[src/rtl/core/vtmd_pkg.sv]
// ---------------------------------------------------------------------------
// Vibration transmission mode decider: shared package
// Widths, timing constants, reason codes and register indexes.
// ---------------------------------------------------------------------------
package vtmd_pkg;

  localparam int unsigned MISSING_INTERVAL_MS = 60000;
  localparam int unsigned US_PER_MS           = 1000;
  localparam logic [63:0] WINDOW_US           = 64'd640000;
  localparam logic [63:0] MISSING_INTERVAL_US =
    64'(MISSING_INTERVAL_MS) * 64'(US_PER_MS);

  localparam int unsigned VOTE_DEPTH = 3;
  localparam int unsigned VOTE_NEED  = 2;
  localparam int unsigned VOTE_CNT_W = $clog2(VOTE_DEPTH + 1);

  localparam int unsigned BOOT_W     = 32;
  localparam int unsigned IDX_W      = 32;
  localparam int unsigned TS_W       = 64;
  localparam int unsigned G_W        = 16;   // Q5.11 g
  localparam int unsigned SQ_W       = 2 * G_W;
  localparam int unsigned SUM_W      = SQ_W + 2;
  localparam int unsigned REC_MS_W   = 20;
  localparam int unsigned REC_US_W   = 30;   // 2^20 * 1000 < 2^30
  localparam int unsigned CFG_IDX_W  = 3;
  localparam int unsigned CFG_DATA_W = 20;
  localparam int unsigned REASON_W   = 3;

  typedef enum logic [REASON_W-1:0] {
    REASON_NONE          = 3'd0,
    REASON_RMS_LOW       = 3'd1,
    REASON_RMS_HIGH      = 3'd2,
    REASON_SEVERE        = 3'd3,
    REASON_QUALITY       = 3'd4,
    REASON_BASELINE_MISS = 3'd5,
    REASON_STORAGE       = 3'd6,
    REASON_RECOVERY_HOLD = 3'd7
  } reason_t;

  typedef enum logic [CFG_IDX_W-1:0] {
    CFG_BASELINE    = 3'd0,
    CFG_RECOVERY_MS = 3'd1,
    CFG_RMS_LOW     = 3'd2,
    CFG_RMS_HIGH    = 3'd3,
    CFG_SEVERE_LOW  = 3'd4,
    CFG_SEVERE_HIGH = 3'd5,
    CFG_SEVERE_PEAK = 3'd6
  } cfg_reg_t;

  function automatic logic [SQ_W-1:0] sq_g(input logic [G_W-1:0] v);
    return SQ_W'(v) * SQ_W'(v);
  endfunction

endpackage

[src/rtl/core/vtmd_ifs.sv]
// ---------------------------------------------------------------------------
// Vibration transmission mode decider: channel interfaces
// Window input, decision output and register write channels.
// ---------------------------------------------------------------------------
interface vtmd_in_if;
  logic                        valid;
  logic                        ready;
  logic [vtmd_pkg::BOOT_W-1:0] boot_ident;
  logic [vtmd_pkg::IDX_W-1:0]  window_index;
  logic [vtmd_pkg::TS_W-1:0]   timestamp_us;
  logic                        quality_ok;
  logic [vtmd_pkg::G_W-1:0]    rms_x;
  logic [vtmd_pkg::G_W-1:0]    rms_y;
  logic [vtmd_pkg::G_W-1:0]    rms_z;
  logic [vtmd_pkg::G_W-1:0]    peak_x;
  logic [vtmd_pkg::G_W-1:0]    peak_y;
  logic [vtmd_pkg::G_W-1:0]    peak_z;
  logic                        storage_full;

  modport source (output valid, boot_ident, window_index, timestamp_us, quality_ok,
                  rms_x, rms_y, rms_z, peak_x, peak_y, peak_z, storage_full,
                  input ready);
  modport sink   (input valid, boot_ident, window_index, timestamp_us, quality_ok,
                  rms_x, rms_y, rms_z, peak_x, peak_y, peak_z, storage_full,
                  output ready);
endinterface

interface vtmd_out_if;
  logic                          valid;
  logic                          ready;
  logic                          priority_mode;
  logic [vtmd_pkg::REASON_W-1:0] reason_code;

  modport source (output valid, priority_mode, reason_code, input ready);
  modport sink   (input valid, priority_mode, reason_code, output ready);
endinterface

interface vtmd_cfg_if;
  logic                            valid;
  logic                            ready;
  logic [vtmd_pkg::CFG_IDX_W-1:0]  index;
  logic [vtmd_pkg::CFG_DATA_W-1:0] data;

  modport source (output valid, index, data, input ready);
  modport sink   (input valid, index, data, output ready);
endinterface

[src/rtl/core/vibration_transmission_mode_decider_top.sv]
// ---------------------------------------------------------------------------
// Vibration transmission mode decider
// Picks priority or periodic transmission, with a reason, per feature window.
// ---------------------------------------------------------------------------
// Takes one word (one 640 ms feature window) per clock while the output
// is not stalled and returns one decision word for each, passed from the
// input register to the result register. Rate is one word per cycle
// unless the output stalls: the axis squares and peak max are formed on
// the way into the input register, and the decision stage reads and
// updates all history (continuity, votes, recovery, missing-baseline
// timer) as the word enters the result register, so the next window
// already sees it. in_ch.ready only drops when both registers are full
// and the result is not taken. Register writes are always accepted; the
// four band thresholds are squared at write time; no clearing after reset.
module vibration_transmission_mode_decider_top (
  input  logic        clk,
  input  logic        rst_n,
  vtmd_in_if.sink     in_ch,
  vtmd_out_if.source  out_ch,
  vtmd_cfg_if.sink    cfg_ch
);

  // Window as held in the input register
  typedef struct packed {
    logic [vtmd_pkg::BOOT_W-1:0]  boot;
    logic [vtmd_pkg::IDX_W-1:0]   idx;
    logic [vtmd_pkg::TS_W-1:0]    ts;
    logic                         qok;
    logic                         full;
    logic [vtmd_pkg::SUM_W-1:0]   sum;   // rx^2 + ry^2 + rz^2
    logic [vtmd_pkg::G_W-1:0]     peak;  // largest axis peak
  } win_t;

  // -------------------------------------------------------------------------
  // Handshake
  // -------------------------------------------------------------------------
  logic  s1_valid_r;
  win_t  s1_r;
  logic  out_valid_r;
  logic  prio_r;
  vtmd_pkg::reason_t reason_r;

  logic  advance;   // decision stage may hand a word to the result register
  logic  s2_fire;
  logic  in_fire;

  assign advance = !out_valid_r || out_ch.ready;
  assign s2_fire = s1_valid_r && advance;
  assign in_ch.ready = !s1_valid_r || advance;
  assign in_fire = in_ch.valid && in_ch.ready;

  assign out_ch.valid         = out_valid_r;
  assign out_ch.priority_mode = prio_r;
  assign out_ch.reason_code   = reason_r;
  assign cfg_ch.ready         = 1'b1;

  // -------------------------------------------------------------------------
  // Configuration registers
  // -------------------------------------------------------------------------
  logic                            base_cfg_r;
  logic [vtmd_pkg::REC_MS_W-1:0]   rec_ms_r;
  logic [vtmd_pkg::REC_US_W-1:0]   rec_us_r;
  logic [vtmd_pkg::G_W-1:0]        rms_lo_r, rms_hi_r, sev_lo_r, sev_hi_r, sev_peak_r;
  logic [vtmd_pkg::SQ_W-1:0]       sq_rms_lo_r, sq_rms_hi_r, sq_sev_lo_r, sq_sev_hi_r;
  logic [vtmd_pkg::SQ_W-1:0]       cfg_sq;
  logic                            cfg_ok;

  assign cfg_sq = vtmd_pkg::sq_g(cfg_ch.data[vtmd_pkg::G_W-1:0]);

  always_ff @(posedge clk) begin
    if (!rst_n) begin
      base_cfg_r  <= 1'b0;
      rec_ms_r    <= '0;
      rec_us_r    <= '0;
      rms_lo_r    <= '0;
      rms_hi_r    <= '0;
      sev_lo_r    <= '0;
      sev_hi_r    <= '0;
      sev_peak_r  <= '0;
      sq_rms_lo_r <= '0;
      sq_rms_hi_r <= '0;
      sq_sev_lo_r <= '0;
      sq_sev_hi_r <= '0;
    end else if (cfg_ch.valid) begin
      unique case (vtmd_pkg::cfg_reg_t'(cfg_ch.index))
        vtmd_pkg::CFG_BASELINE: begin
          base_cfg_r <= cfg_ch.data[0];
        end
        vtmd_pkg::CFG_RECOVERY_MS: begin
          rec_ms_r <= cfg_ch.data[vtmd_pkg::REC_MS_W-1:0];
          rec_us_r <= vtmd_pkg::REC_US_W'(cfg_ch.data[vtmd_pkg::REC_MS_W-1:0])
                      * vtmd_pkg::REC_US_W'(vtmd_pkg::US_PER_MS);
        end
        vtmd_pkg::CFG_RMS_LOW: begin
          rms_lo_r    <= cfg_ch.data[vtmd_pkg::G_W-1:0];
          sq_rms_lo_r <= cfg_sq;
        end
        vtmd_pkg::CFG_RMS_HIGH: begin
          rms_hi_r    <= cfg_ch.data[vtmd_pkg::G_W-1:0];
          sq_rms_hi_r <= cfg_sq;
        end
        vtmd_pkg::CFG_SEVERE_LOW: begin
          sev_lo_r    <= cfg_ch.data[vtmd_pkg::G_W-1:0];
          sq_sev_lo_r <= cfg_sq;
        end
        vtmd_pkg::CFG_SEVERE_HIGH: begin
          sev_hi_r    <= cfg_ch.data[vtmd_pkg::G_W-1:0];
          sq_sev_hi_r <= cfg_sq;
        end
        vtmd_pkg::CFG_SEVERE_PEAK: begin
          sev_peak_r <= cfg_ch.data[vtmd_pkg::G_W-1:0];
        end
        default: begin
          // index beyond the register list: dropped
        end
      endcase
    end
  end

  // Baseline needs a hold time, strictly ordered thresholds, nonzero peak
  assign cfg_ok = base_cfg_r && (rec_ms_r != '0) &&
                  (sev_lo_r < rms_lo_r) && (rms_lo_r < rms_hi_r) &&
                  (rms_hi_r < sev_hi_r) && (sev_peak_r != '0);

  // -------------------------------------------------------------------------
  // Input stage: squares and peak max on the way into the input register
  // -------------------------------------------------------------------------
  win_t                     s1_nxt;
  logic [vtmd_pkg::G_W-1:0] peak_xy;

  always_comb begin
    peak_xy     = (in_ch.peak_x > in_ch.peak_y) ? in_ch.peak_x : in_ch.peak_y;
    s1_nxt.boot = in_ch.boot_ident;
    s1_nxt.idx  = in_ch.window_index;
    s1_nxt.ts   = in_ch.timestamp_us;
    s1_nxt.qok  = in_ch.quality_ok;
    s1_nxt.full = in_ch.storage_full;
    s1_nxt.sum  = vtmd_pkg::SUM_W'(vtmd_pkg::sq_g(in_ch.rms_x))
                + vtmd_pkg::SUM_W'(vtmd_pkg::sq_g(in_ch.rms_y))
                + vtmd_pkg::SUM_W'(vtmd_pkg::sq_g(in_ch.rms_z));
    s1_nxt.peak = (in_ch.peak_z > peak_xy) ? in_ch.peak_z : peak_xy;
  end

  // -------------------------------------------------------------------------
  // Decision stage state
  // -------------------------------------------------------------------------
  logic                              hist_valid_r, hist_valid_nxt;
  logic [vtmd_pkg::BOOT_W-1:0]       last_boot_r, last_boot_nxt;
  logic [vtmd_pkg::IDX_W-1:0]        last_idx_r, last_idx_nxt;
  logic [vtmd_pkg::TS_W-1:0]         last_ts_r, last_ts_nxt;
  logic [vtmd_pkg::VOTE_DEPTH-1:0]   low_votes_r, low_votes_nxt;
  logic [vtmd_pkg::VOTE_DEPTH-1:0]   high_votes_r, high_votes_nxt;
  logic [vtmd_pkg::VOTE_CNT_W-1:0]   vote_cnt_r, vote_cnt_nxt;
  logic                              in_rec_r, in_rec_nxt;
  logic [vtmd_pkg::TS_W-1:0]         rec_start_r, rec_start_nxt;
  logic                              miss_rep_r, miss_rep_nxt;
  logic [vtmd_pkg::TS_W-1:0]         miss_time_r, miss_time_nxt;
  logic                              prio_nxt;
  vtmd_pkg::reason_t                 reason_nxt;

  // state after a continuity break has been applied
  logic                              brk;
  logic [vtmd_pkg::VOTE_DEPTH-1:0]   e_low, e_high;
  logic [vtmd_pkg::VOTE_CNT_W-1:0]   e_cnt;
  logic                              e_rec, e_miss_rep;
  logic [vtmd_pkg::TS_W-1:0]         e_miss_time;

  logic                              sev, lo, hi, eligible, held;
  logic [vtmd_pkg::VOTE_DEPTH-1:0]   low_add, high_add;
  logic [vtmd_pkg::VOTE_CNT_W-1:0]   cnt_add, low_hits, high_hits;

  always_comb begin
    brk = hist_valid_r &&
          ((s1_r.boot != last_boot_r) ||
           (s1_r.idx != last_idx_r + vtmd_pkg::IDX_W'(1)) ||
           (s1_r.ts != last_ts_r + vtmd_pkg::WINDOW_US));

    e_low       = brk ? '0 : low_votes_r;
    e_high      = brk ? '0 : high_votes_r;
    e_cnt       = brk ? '0 : vote_cnt_r;
    e_rec       = !brk && in_rec_r;
    e_miss_rep  = !brk && miss_rep_r;
    e_miss_time = brk ? '0 : miss_time_r;

    // squared-domain compares
    sev = (s1_r.sum <= vtmd_pkg::SUM_W'(sq_sev_lo_r)) ||
          (s1_r.sum >= vtmd_pkg::SUM_W'(sq_sev_hi_r)) ||
          (s1_r.peak >= sev_peak_r);
    lo  = (s1_r.sum <= vtmd_pkg::SUM_W'(sq_rms_lo_r));
    hi  = (s1_r.sum >= vtmd_pkg::SUM_W'(sq_rms_hi_r));

    // vote window: fill, then slide (oldest at bit 0)
    low_add  = e_low;
    high_add = e_high;
    cnt_add  = e_cnt;
    if (e_cnt < vtmd_pkg::VOTE_CNT_W'(vtmd_pkg::VOTE_DEPTH)) begin
      low_add[e_cnt[$clog2(vtmd_pkg::VOTE_DEPTH)-1:0]]  = lo;
      high_add[e_cnt[$clog2(vtmd_pkg::VOTE_DEPTH)-1:0]] = hi;
      cnt_add = e_cnt + vtmd_pkg::VOTE_CNT_W'(1);
    end else begin
      low_add  = {lo, e_low[vtmd_pkg::VOTE_DEPTH-1:1]};
      high_add = {hi, e_high[vtmd_pkg::VOTE_DEPTH-1:1]};
    end
    low_hits  = '0;
    high_hits = '0;
    for (int i = 0; i < vtmd_pkg::VOTE_DEPTH; i++) begin
      low_hits  = low_hits + vtmd_pkg::VOTE_CNT_W'(low_add[i]);
      high_hits = high_hits + vtmd_pkg::VOTE_CNT_W'(high_add[i]);
    end

    eligible = !e_miss_rep ||
               (s1_r.ts - e_miss_time >= vtmd_pkg::MISSING_INTERVAL_US);
    held     = e_rec &&
               (s1_r.ts - rec_start_r < vtmd_pkg::TS_W'(rec_us_r));

    hist_valid_nxt = hist_valid_r && !brk;
    last_boot_nxt  = last_boot_r;
    last_idx_nxt   = last_idx_r;
    last_ts_nxt    = last_ts_r;
    low_votes_nxt  = e_low;
    high_votes_nxt = e_high;
    vote_cnt_nxt   = e_cnt;
    in_rec_nxt     = e_rec;
    rec_start_nxt  = rec_start_r;
    miss_rep_nxt   = e_miss_rep;
    miss_time_nxt  = e_miss_time;
    prio_nxt       = 1'b0;
    reason_nxt     = vtmd_pkg::REASON_NONE;

    if (!s1_r.qok) begin
      // trend cleared, window not remembered, missing timer kept
      hist_valid_nxt = 1'b0;
      low_votes_nxt  = '0;
      high_votes_nxt = '0;
      vote_cnt_nxt   = '0;
      in_rec_nxt     = 1'b0;
      prio_nxt       = 1'b1;
      reason_nxt     = vtmd_pkg::REASON_QUALITY;
    end else if (!cfg_ok) begin
      hist_valid_nxt = 1'b1;
      last_boot_nxt  = s1_r.boot;
      last_idx_nxt   = s1_r.idx;
      last_ts_nxt    = s1_r.ts;
      low_votes_nxt  = '0;
      high_votes_nxt = '0;
      vote_cnt_nxt   = '0;
      in_rec_nxt     = 1'b0;
      if (eligible) begin
        miss_rep_nxt  = 1'b1;
        miss_time_nxt = s1_r.ts;
        prio_nxt      = 1'b1;
      end
      reason_nxt = vtmd_pkg::REASON_BASELINE_MISS;
    end else begin
      hist_valid_nxt = 1'b1;
      last_boot_nxt  = s1_r.boot;
      last_idx_nxt   = s1_r.idx;
      last_ts_nxt    = s1_r.ts;
      miss_rep_nxt   = 1'b0;
      miss_time_nxt  = '0;
      if (sev) begin
        low_votes_nxt  = '0;
        high_votes_nxt = '0;
        vote_cnt_nxt   = '0;
        in_rec_nxt     = 1'b1;
        rec_start_nxt  = s1_r.ts;
        prio_nxt       = 1'b1;
        reason_nxt     = vtmd_pkg::REASON_SEVERE;
      end else begin
        low_votes_nxt  = low_add;
        high_votes_nxt = high_add;
        vote_cnt_nxt   = cnt_add;
        if (low_hits >= vtmd_pkg::VOTE_CNT_W'(vtmd_pkg::VOTE_NEED)) begin
          in_rec_nxt    = 1'b1;
          rec_start_nxt = s1_r.ts;
          prio_nxt      = 1'b1;
          reason_nxt    = vtmd_pkg::REASON_RMS_LOW;
        end else if (high_hits >= vtmd_pkg::VOTE_CNT_W'(vtmd_pkg::VOTE_NEED)) begin
          in_rec_nxt    = 1'b1;
          rec_start_nxt = s1_r.ts;
          prio_nxt      = 1'b1;
          reason_nxt    = vtmd_pkg::REASON_RMS_HIGH;
        end else if (held) begin
          prio_nxt   = 1'b1;
          reason_nxt = vtmd_pkg::REASON_RECOVERY_HOLD;
        end else begin
          in_rec_nxt = 1'b0;
          reason_nxt = s1_r.full ? vtmd_pkg::REASON_STORAGE : vtmd_pkg::REASON_NONE;
        end
      end
    end
  end

  // -------------------------------------------------------------------------
  // Registers
  // -------------------------------------------------------------------------
  always_ff @(posedge clk) begin
    if (!rst_n) begin
      s1_valid_r   <= 1'b0;
      out_valid_r  <= 1'b0;
      hist_valid_r <= 1'b0;
      last_boot_r  <= '0;
      last_idx_r   <= '0;
      last_ts_r    <= '0;
      low_votes_r  <= '0;
      high_votes_r <= '0;
      vote_cnt_r   <= '0;
      in_rec_r     <= 1'b0;
      rec_start_r  <= '0;
      miss_rep_r   <= 1'b0;
      miss_time_r  <= '0;
    end else begin
      if (in_ch.ready) begin
        s1_valid_r <= in_ch.valid;
      end
      if (advance) begin
        out_valid_r <= s1_valid_r;
      end
      if (s2_fire) begin
        hist_valid_r <= hist_valid_nxt;
        last_boot_r  <= last_boot_nxt;
        last_idx_r   <= last_idx_nxt;
        last_ts_r    <= last_ts_nxt;
        low_votes_r  <= low_votes_nxt;
        high_votes_r <= high_votes_nxt;
        vote_cnt_r   <= vote_cnt_nxt;
        in_rec_r     <= in_rec_nxt;
        rec_start_r  <= rec_start_nxt;
        miss_rep_r   <= miss_rep_nxt;
        miss_time_r  <= miss_time_nxt;
      end
    end
  end

  // payload, no reset
  always_ff @(posedge clk) begin
    if (in_fire) begin
      s1_r <= s1_nxt;
    end
    if (s2_fire) begin
      prio_r   <= prio_nxt;
      reason_r <= reason_nxt;
    end
  end

`ifndef ASSERT_OFF
  a_prio_reasons: assert property (@(posedge clk) disable iff (!rst_n)
    out_valid_r && (reason_r == vtmd_pkg::REASON_SEVERE ||
                    reason_r == vtmd_pkg::REASON_QUALITY ||
                    reason_r == vtmd_pkg::REASON_RMS_LOW ||
                    reason_r == vtmd_pkg::REASON_RMS_HIGH ||
                    reason_r == vtmd_pkg::REASON_RECOVERY_HOLD) |-> prio_r)
    else $error("priority reason without priority mode");

  a_severe_recovery: assert property (@(posedge clk) disable iff (!rst_n)
    s2_fire && (reason_nxt == vtmd_pkg::REASON_SEVERE) |=>
      in_rec_r && (vote_cnt_r == '0) && (rec_start_r == $past(s1_r.ts)))
    else $error("severe window did not start recovery");

  a_quality_forgets: assert property (@(posedge clk) disable iff (!rst_n)
    s2_fire && !s1_r.qok |=> !hist_valid_r && !in_rec_r)
    else $error("bad quality window left history");

  a_empty_votes: assert property (@(posedge clk) disable iff (!rst_n)
    (vote_cnt_r == '0) |-> (low_votes_r == '0) && (high_votes_r == '0))
    else $error("votes held with empty vote window");
`endif

endmodule
[src/flat_wrapper.sv]
// flat-port wrapper written by rule: the top's interface ports become plain ports
module vibration_transmission_mode_decider_top_flat 
  (clk, rst_n, in_ch_valid, in_ch_boot_ident, in_ch_window_index, in_ch_timestamp_us, in_ch_quality_ok, in_ch_rms_x, in_ch_rms_y, in_ch_rms_z, in_ch_peak_x, in_ch_peak_y, in_ch_peak_z, in_ch_storage_full, in_ch_ready, out_ch_valid, out_ch_priority_mode, out_ch_reason_code, out_ch_ready, cfg_ch_valid, cfg_ch_index, cfg_ch_data, cfg_ch_ready);
  vtmd_in_if in_ch_i ();
  vtmd_out_if out_ch_i ();
  vtmd_cfg_if cfg_ch_i ();
  input  logic clk;
  input  logic rst_n;
  input wire logic [$bits(in_ch_i.valid)-1:0] in_ch_valid;
  input wire logic [$bits(in_ch_i.boot_ident)-1:0] in_ch_boot_ident;
  input wire logic [$bits(in_ch_i.window_index)-1:0] in_ch_window_index;
  input wire logic [$bits(in_ch_i.timestamp_us)-1:0] in_ch_timestamp_us;
  input wire logic [$bits(in_ch_i.quality_ok)-1:0] in_ch_quality_ok;
  input wire logic [$bits(in_ch_i.rms_x)-1:0] in_ch_rms_x;
  input wire logic [$bits(in_ch_i.rms_y)-1:0] in_ch_rms_y;
  input wire logic [$bits(in_ch_i.rms_z)-1:0] in_ch_rms_z;
  input wire logic [$bits(in_ch_i.peak_x)-1:0] in_ch_peak_x;
  input wire logic [$bits(in_ch_i.peak_y)-1:0] in_ch_peak_y;
  input wire logic [$bits(in_ch_i.peak_z)-1:0] in_ch_peak_z;
  input wire logic [$bits(in_ch_i.storage_full)-1:0] in_ch_storage_full;
  output wire logic [$bits(in_ch_i.ready)-1:0] in_ch_ready;
  output wire logic [$bits(out_ch_i.valid)-1:0] out_ch_valid;
  output wire logic [$bits(out_ch_i.priority_mode)-1:0] out_ch_priority_mode;
  output wire logic [$bits(out_ch_i.reason_code)-1:0] out_ch_reason_code;
  input wire logic [$bits(out_ch_i.ready)-1:0] out_ch_ready;
  input wire logic [$bits(cfg_ch_i.valid)-1:0] cfg_ch_valid;
  input wire logic [$bits(cfg_ch_i.index)-1:0] cfg_ch_index;
  input wire logic [$bits(cfg_ch_i.data)-1:0] cfg_ch_data;
  output wire logic [$bits(cfg_ch_i.ready)-1:0] cfg_ch_ready;
  assign in_ch_i.valid = in_ch_valid;
  assign in_ch_i.boot_ident = in_ch_boot_ident;
  assign in_ch_i.window_index = in_ch_window_index;
  assign in_ch_i.timestamp_us = in_ch_timestamp_us;
  assign in_ch_i.quality_ok = in_ch_quality_ok;
  assign in_ch_i.rms_x = in_ch_rms_x;
  assign in_ch_i.rms_y = in_ch_rms_y;
  assign in_ch_i.rms_z = in_ch_rms_z;
  assign in_ch_i.peak_x = in_ch_peak_x;
  assign in_ch_i.peak_y = in_ch_peak_y;
  assign in_ch_i.peak_z = in_ch_peak_z;
  assign in_ch_i.storage_full = in_ch_storage_full;
  assign in_ch_ready = in_ch_i.ready;
  assign out_ch_valid = out_ch_i.valid;
  assign out_ch_priority_mode = out_ch_i.priority_mode;
  assign out_ch_reason_code = out_ch_i.reason_code;
  assign out_ch_i.ready = out_ch_ready;
  assign cfg_ch_i.valid = cfg_ch_valid;
  assign cfg_ch_i.index = cfg_ch_index;
  assign cfg_ch_i.data = cfg_ch_data;
  assign cfg_ch_ready = cfg_ch_i.ready;
  vibration_transmission_mode_decider_top u_core (.clk(clk), .rst_n(rst_n), .in_ch(in_ch_i), .out_ch(out_ch_i), .cfg_ch(cfg_ch_i));
endmodule
[config.mk]
export PLATFORM = sky130hd
export DESIGN_NAME = vibration_transmission_mode_decider_top_flat
export DESIGN_NICKNAME = d
export VERILOG_FILES = /design/src/rtl/core/vtmd_pkg.sv /design/src/rtl/core/vtmd_ifs.sv /design/src/rtl/core/vibration_transmission_mode_decider_top.sv /design/src/flat_wrapper.sv
export SDC_FILE = /design/constraint.sdc
export NUM_CORES = 2
export LEC_CHECK = 0
export BUFFER_PORTS_ARGS = -buffer_cell sky130_fd_sc_hd__buf_2
export CAP_MARGIN = 20
export CORE_UTILIZATION = 52
export DETAILED_ROUTE_END_ITERATION = 12
export PLACE_DENSITY = 0.69
export SYNTH_ARGS = -nofsm -noshare
export SYNTH_HDL_FRONTEND = slang
export SYNTH_SLANG_ARGS = --single-unit
[constraint.sdc]
create_clock -name clk -period 18.21 [get_ports clk]
set_clock_uncertainty 0.2 [all_clocks]
set_input_delay 3.642 -clock clk [delete_from_list [all_inputs] [get_ports clk]]
set_output_delay 3.642 -clock clk [all_outputs]
set_load 0.01 [all_outputs]
* Word level (Yosys, flattened, before mapping)
Cells that the tools add are included.
** Storage, ports and cells
- Logic and storage cells :: 164
- Register bits :: 709
- Input port bits :: 254
- Output and inout bits :: 7
** Cells by class
- Reduce and logical (&&, ||, !) cells :: 37
- Eq/ne operators :: 9
- Multiplexer cells :: 50
- Add/subtract/negate cells :: 11
- Multipliers :: 5
- $lt $le $gt $ge :: 17
** Operator list (number)
- $mux 64 :: 7
- $mul 16x16->32 :: 4
- $sub 64x64->64 :: 2
- $ge 34x32->1 :: 2
- $le 34x32->1 :: 2
- $add 64x20->64 const B :: 1
- $ge 64x26->1 const B :: 1
- $lt 64x30->1 :: 1
- $ne 32x32->1 :: 2
- $ne 64x64->1 :: 1
- $lt 16x16->1 :: 3
- $mux 3 :: 15
- $add 34x32->34 :: 1
- $add 32x32->33 :: 1
- $add 32x1->32 const B :: 1
- $gt 16x16->1 :: 2
- $mux 16 :: 2
- $mul 20x7->27 const B :: 1
- $reduce_bool 20->1 :: 1
- $mux 1 :: 18
- $reduce_and 2->1 :: 9
- $ge 16x16->1 :: 1
- $reduce_bool 16->1 :: 1
- $logic_and 1x1->1 :: 12
- other kinds (18) :: 38

* Longest topological paths before layout
- Depth after elaboration :: 20
- Mapped depth :: 46
- Depth with buffers taken out :: 44

* Least setup slack after synthesis
Ideal clock, no wire load.
- Kind :: input -> register
- Start point :: input port in_ch_rms_x[2]
- End point :: register u_core.s1_r[49] (netlist bit), data pin
- Stages :: 40
- Arrival time :: 13800 ps
- Path slack :: 3952 ps
- Required time :: 17752 ps
- Buffers on the path :: 2
- Library setup time :: 258 ps
- Path through :: clkbuf_1 > clkbuf_1 > nand2_1 > fa_1 > fa_1 > inv_1 > fa_1 > inv_1 > fa_1 > inv_1 > fa_1 > fa_1 > fa_1 > inv_1 > fa_1 > inv_1 > ha_1 > a21oi_1 > (+4 left out) > fa_1 > fa_1 > fa_1 > fa_1 > inv_1 > ha_1 > or3_1 > o21ai_0 > a21oi_1 > and4_1 > o31ai_1 > o21ai_0 > a21oi_1 > o21ai_0 > o21a_1 > a21o_1 > a21oi_1 > xnor2_1
** RTL lines
- from (decl) :: line flat_wrapper.sv:14 : input wire logic [$bits(in_ch_i.rms_x)-1:0] in_ch_rms_x;
- to (signal assigned) :: line vibration_transmission_mode_decider_top.sv:338 : s1_r <= s1_nxt;
- to (decl) :: line vibration_transmission_mode_decider_top.sv:38 : win_t s1_r;

==> qor.txt <==
htree depth: 3
fin. max-slew vios: 0
commonest non-fill, non-tap cell in the layout: inv_1
later-pin clock latency in the skew report: 700 ps
global-route wire length before repair: 325.0 mm
most used cell, CP: fa_1
clk root buf: clkbuf_16
pre-CTS WS: 3042 ps
Placed Instances: 10280
post-synthesis instance total: 8393
Synth warnings: 0
via/cell ratio: 5.594
worst-case reg-to-reg path depth: 30
CP startpoint: in_ch_rms_y[1]
CTS Sinks: 699
CORE AREA: 142100 µm²
post-cts sizing count: 0
CTS Buf Count: 83
Seq/Total Area, Yosys: 0.2117
Max-slew headroom: 0.2148
RD Place Congestion: 0.9552
cts hold-fix bufs: 0
Initial DRC Count: 4178
Final ANT Viol Nets: 0
count of cell types in the netlist: 95
initial antenna violation count: 12
slowest CP cell: fa_1
num rows: 138
Slew @ Worst Pin: 1148 ps
Nets: 10390
DP Wirelength: 158.9 mm
synthesized area per cell: 8.914 µm²
starting density of the core: 0.5265
Setup WS post-layout: 3701 ps
Primary FF master, synth: dfxtp_1
postcts setup bufs: 0
layout cells sized above 1: 0.05993
CTS tree: yes
Worst Setup End Kind: flop
vias in the first global route: 59040
Synth Register Bits: 699
Fin Setup TNS: 0 ps
Mapped Nets: 10310
RSZ-0062 raised after global routing: no
largest net degree at the start of global routing: 131
number of flops mapped to enable cells by yosys: 184
wire per inst: 19.45 µm
FF-to-FF Start: u_core.last_ts_r[12]
max frequency: 68.92 MHz
Area growth syn-to-layout: 7.711%
hold path depth: 2
fin cells: 10440
drt first pass iters: 7
WP data arrival: 14750 ps
Die Wd: 381.3 µm
DRT Wirelength: 203.0 mm
critical setup path kind: in2reg
Hold Path Class: reg2reg
IO buf count: 259
most frequent cells in the layout: inv_1 (1391), nand2_1 (1137), ha_1 (848)
final-report hold violation count: 0
min Tclk post-route: 14510 ps
asr flop ratio synth: 0
CTS Buffer Depth: 3
clk slew on worst S/H paths: 60 ps
drt drc: 0
Mapped Area: 74820 µm²
CP max FO: 24
fin crit share: 0.7968
Tot GR Track Use: 0.2808
die height: 381.3 µm
GRT overflow: 0
Final setup viols: 0
Crit path required time: 18450 ps
Max Cap Viol: 0
vias post-DR: 58390
Hold Path Origin: u_core.rec_us_r[16]
CP peak stage delay: 560 ps
die area: 145400 µm²
outcome: completed
IO Count: 261
startpoint types: input port
-- flip-flops by register name, summed over array words and instances, names as in the netlist, 16 cells and up --
register            count
u_core.sq_rms_lo_r     31
u_core.last_boot_r     32
u_core.sq_rms_hi_r     31
u_core.rec_us_r        25
u_core.last_ts_r       64
u_core.miss_time_r     64
u_core.rec_start_r     64
u_core.sq_sev_lo_r     31
u_core.s1_r           180
u_core.sev_peak_r      16
u_core.sq_sev_hi_r     31
u_core.rec_ms_r        20
u_core.last_idx_r      32
-- worst paths after layout --
| check | slack [ps] | endpoint |
|---|---|---|
| max reg2reg | 6740 | u_core.miss_time_r[49] |
| min | 260 | u_core.rec_us_r[16] |
| max | 3700 | u_core.s1_r[49] |
| min reg2reg | 260 | u_core.rec_us_r[16] |
-- logic make-up (layout without fill, tap and decap cells) --
group,count (synthesis),after routing,synth area share
adder cells (fa/ha/maj),1667,1667,0.3608
other,1,5,0.00005012
XOR/XNOR,373,373,0.04367
AO/OA/AOI/OAI,1532,1532,0.1388
AND/OR/NAND/NOR,2352,2352,0.1501
buffers and inverters,1709,1859,0.08671
multiplexers,60,60,0.008178
flip-flops,699,699,0.2117
-- layer usage --
metal | routed length (µm) | global-route usage
met1 | 89720 | 0.3813
met2 | 94650 | 0.4607
met3 | 12250 | 0.04221
met4 | 6264 | 0.08672
met5 | 80 | 0
-- final cells by class --
type	instances	area (µm²)
multi-input cells	5985	52580
diodes	4	10.01
inverters	1395	5236
flip-flops and latches	699	15840
clock buffers	115	2298
fillers	12750	61520
well taps	1890	2365
clock inverters	40	516.7
repair buffers	309	1747
-- critical path: cells and delay by family --
family                   cells  cell delay [ps]
AO/OA/AOI/OAI               13             2290
AND/OR/NAND/NOR              3              840
adder cells (fa/ha/maj)     14             6720
buffers and inverters        8              790
XOR/XNOR                     2              450
-- per-stage QoR --
stage / utilization / cell area (µm²) / hold slack, ps
after floorplan: - / 74820 / 240.7
after global placement: 0.5465 / 77650 / 250.0
after detailed placement: 0.5468 / 77700 / 257.9
after CTS: 0.5666 / 80510 / 266.0
after global routing: 0.5670 / 80580 / 280.8
final: 0.5671 / 80580 / 263.4
-- synth_stat cells (all sizes together) (10+ instances only) --
master | count | area [µm²]
o2111ai | 10 | 87.58
nand4 | 111 | 713.2
nand2b | 45 | 281.5
o21ai | 195 | 975.9
dfxtp | 515 | 10310
o211ai | 21 | 162.6
o31ai | 14 | 105.1
a311oi | 10 | 87.58
edfxtp | 184 | 5525
or2 | 18 | 112.6
and4 | 24 | 210.2
nand3 | 122 | 610.6
o21a | 48 | 360.4
nand2 | 1139 | 4275
a21oi | 390 | 1952
ha | 848 | 10610
and3 | 64 | 400.4
nor4 | 48 | 336.6
xnor2 | 235 | 2058
a22o | 68 | 595.6
o211a | 28 | 280.3
a211oi | 25 | 197.7
fa | 818 | 16380
or3 | 24 | 150.1
clkbuf | 282 | 1059
a221oi | 10 | 87.58
mux2i | 51 | 510.5
and2 | 266 | 1664
buf | 32 | 192.7
o22ai | 11 | 68.82
nor2b | 130 | 813.3
a31o | 12 | 105.1
a2111oi | 14 | 135.1
a21boi | 327 | 2455
nor3 | 74 | 375.4
a22oi | 10 | 75.07
o21bai | 31 | 232.7
a21o | 192 | 1441
inv | 1393 | 5229
nor2 | 242 | 908.4
a31oi | 33 | 206.5
xor2 | 138 | 1209
or4 | 11 | 82.58
Power is not shown: default switching activity piles up to over one toggle a cycle in this logic, so the estimate is an artifact.
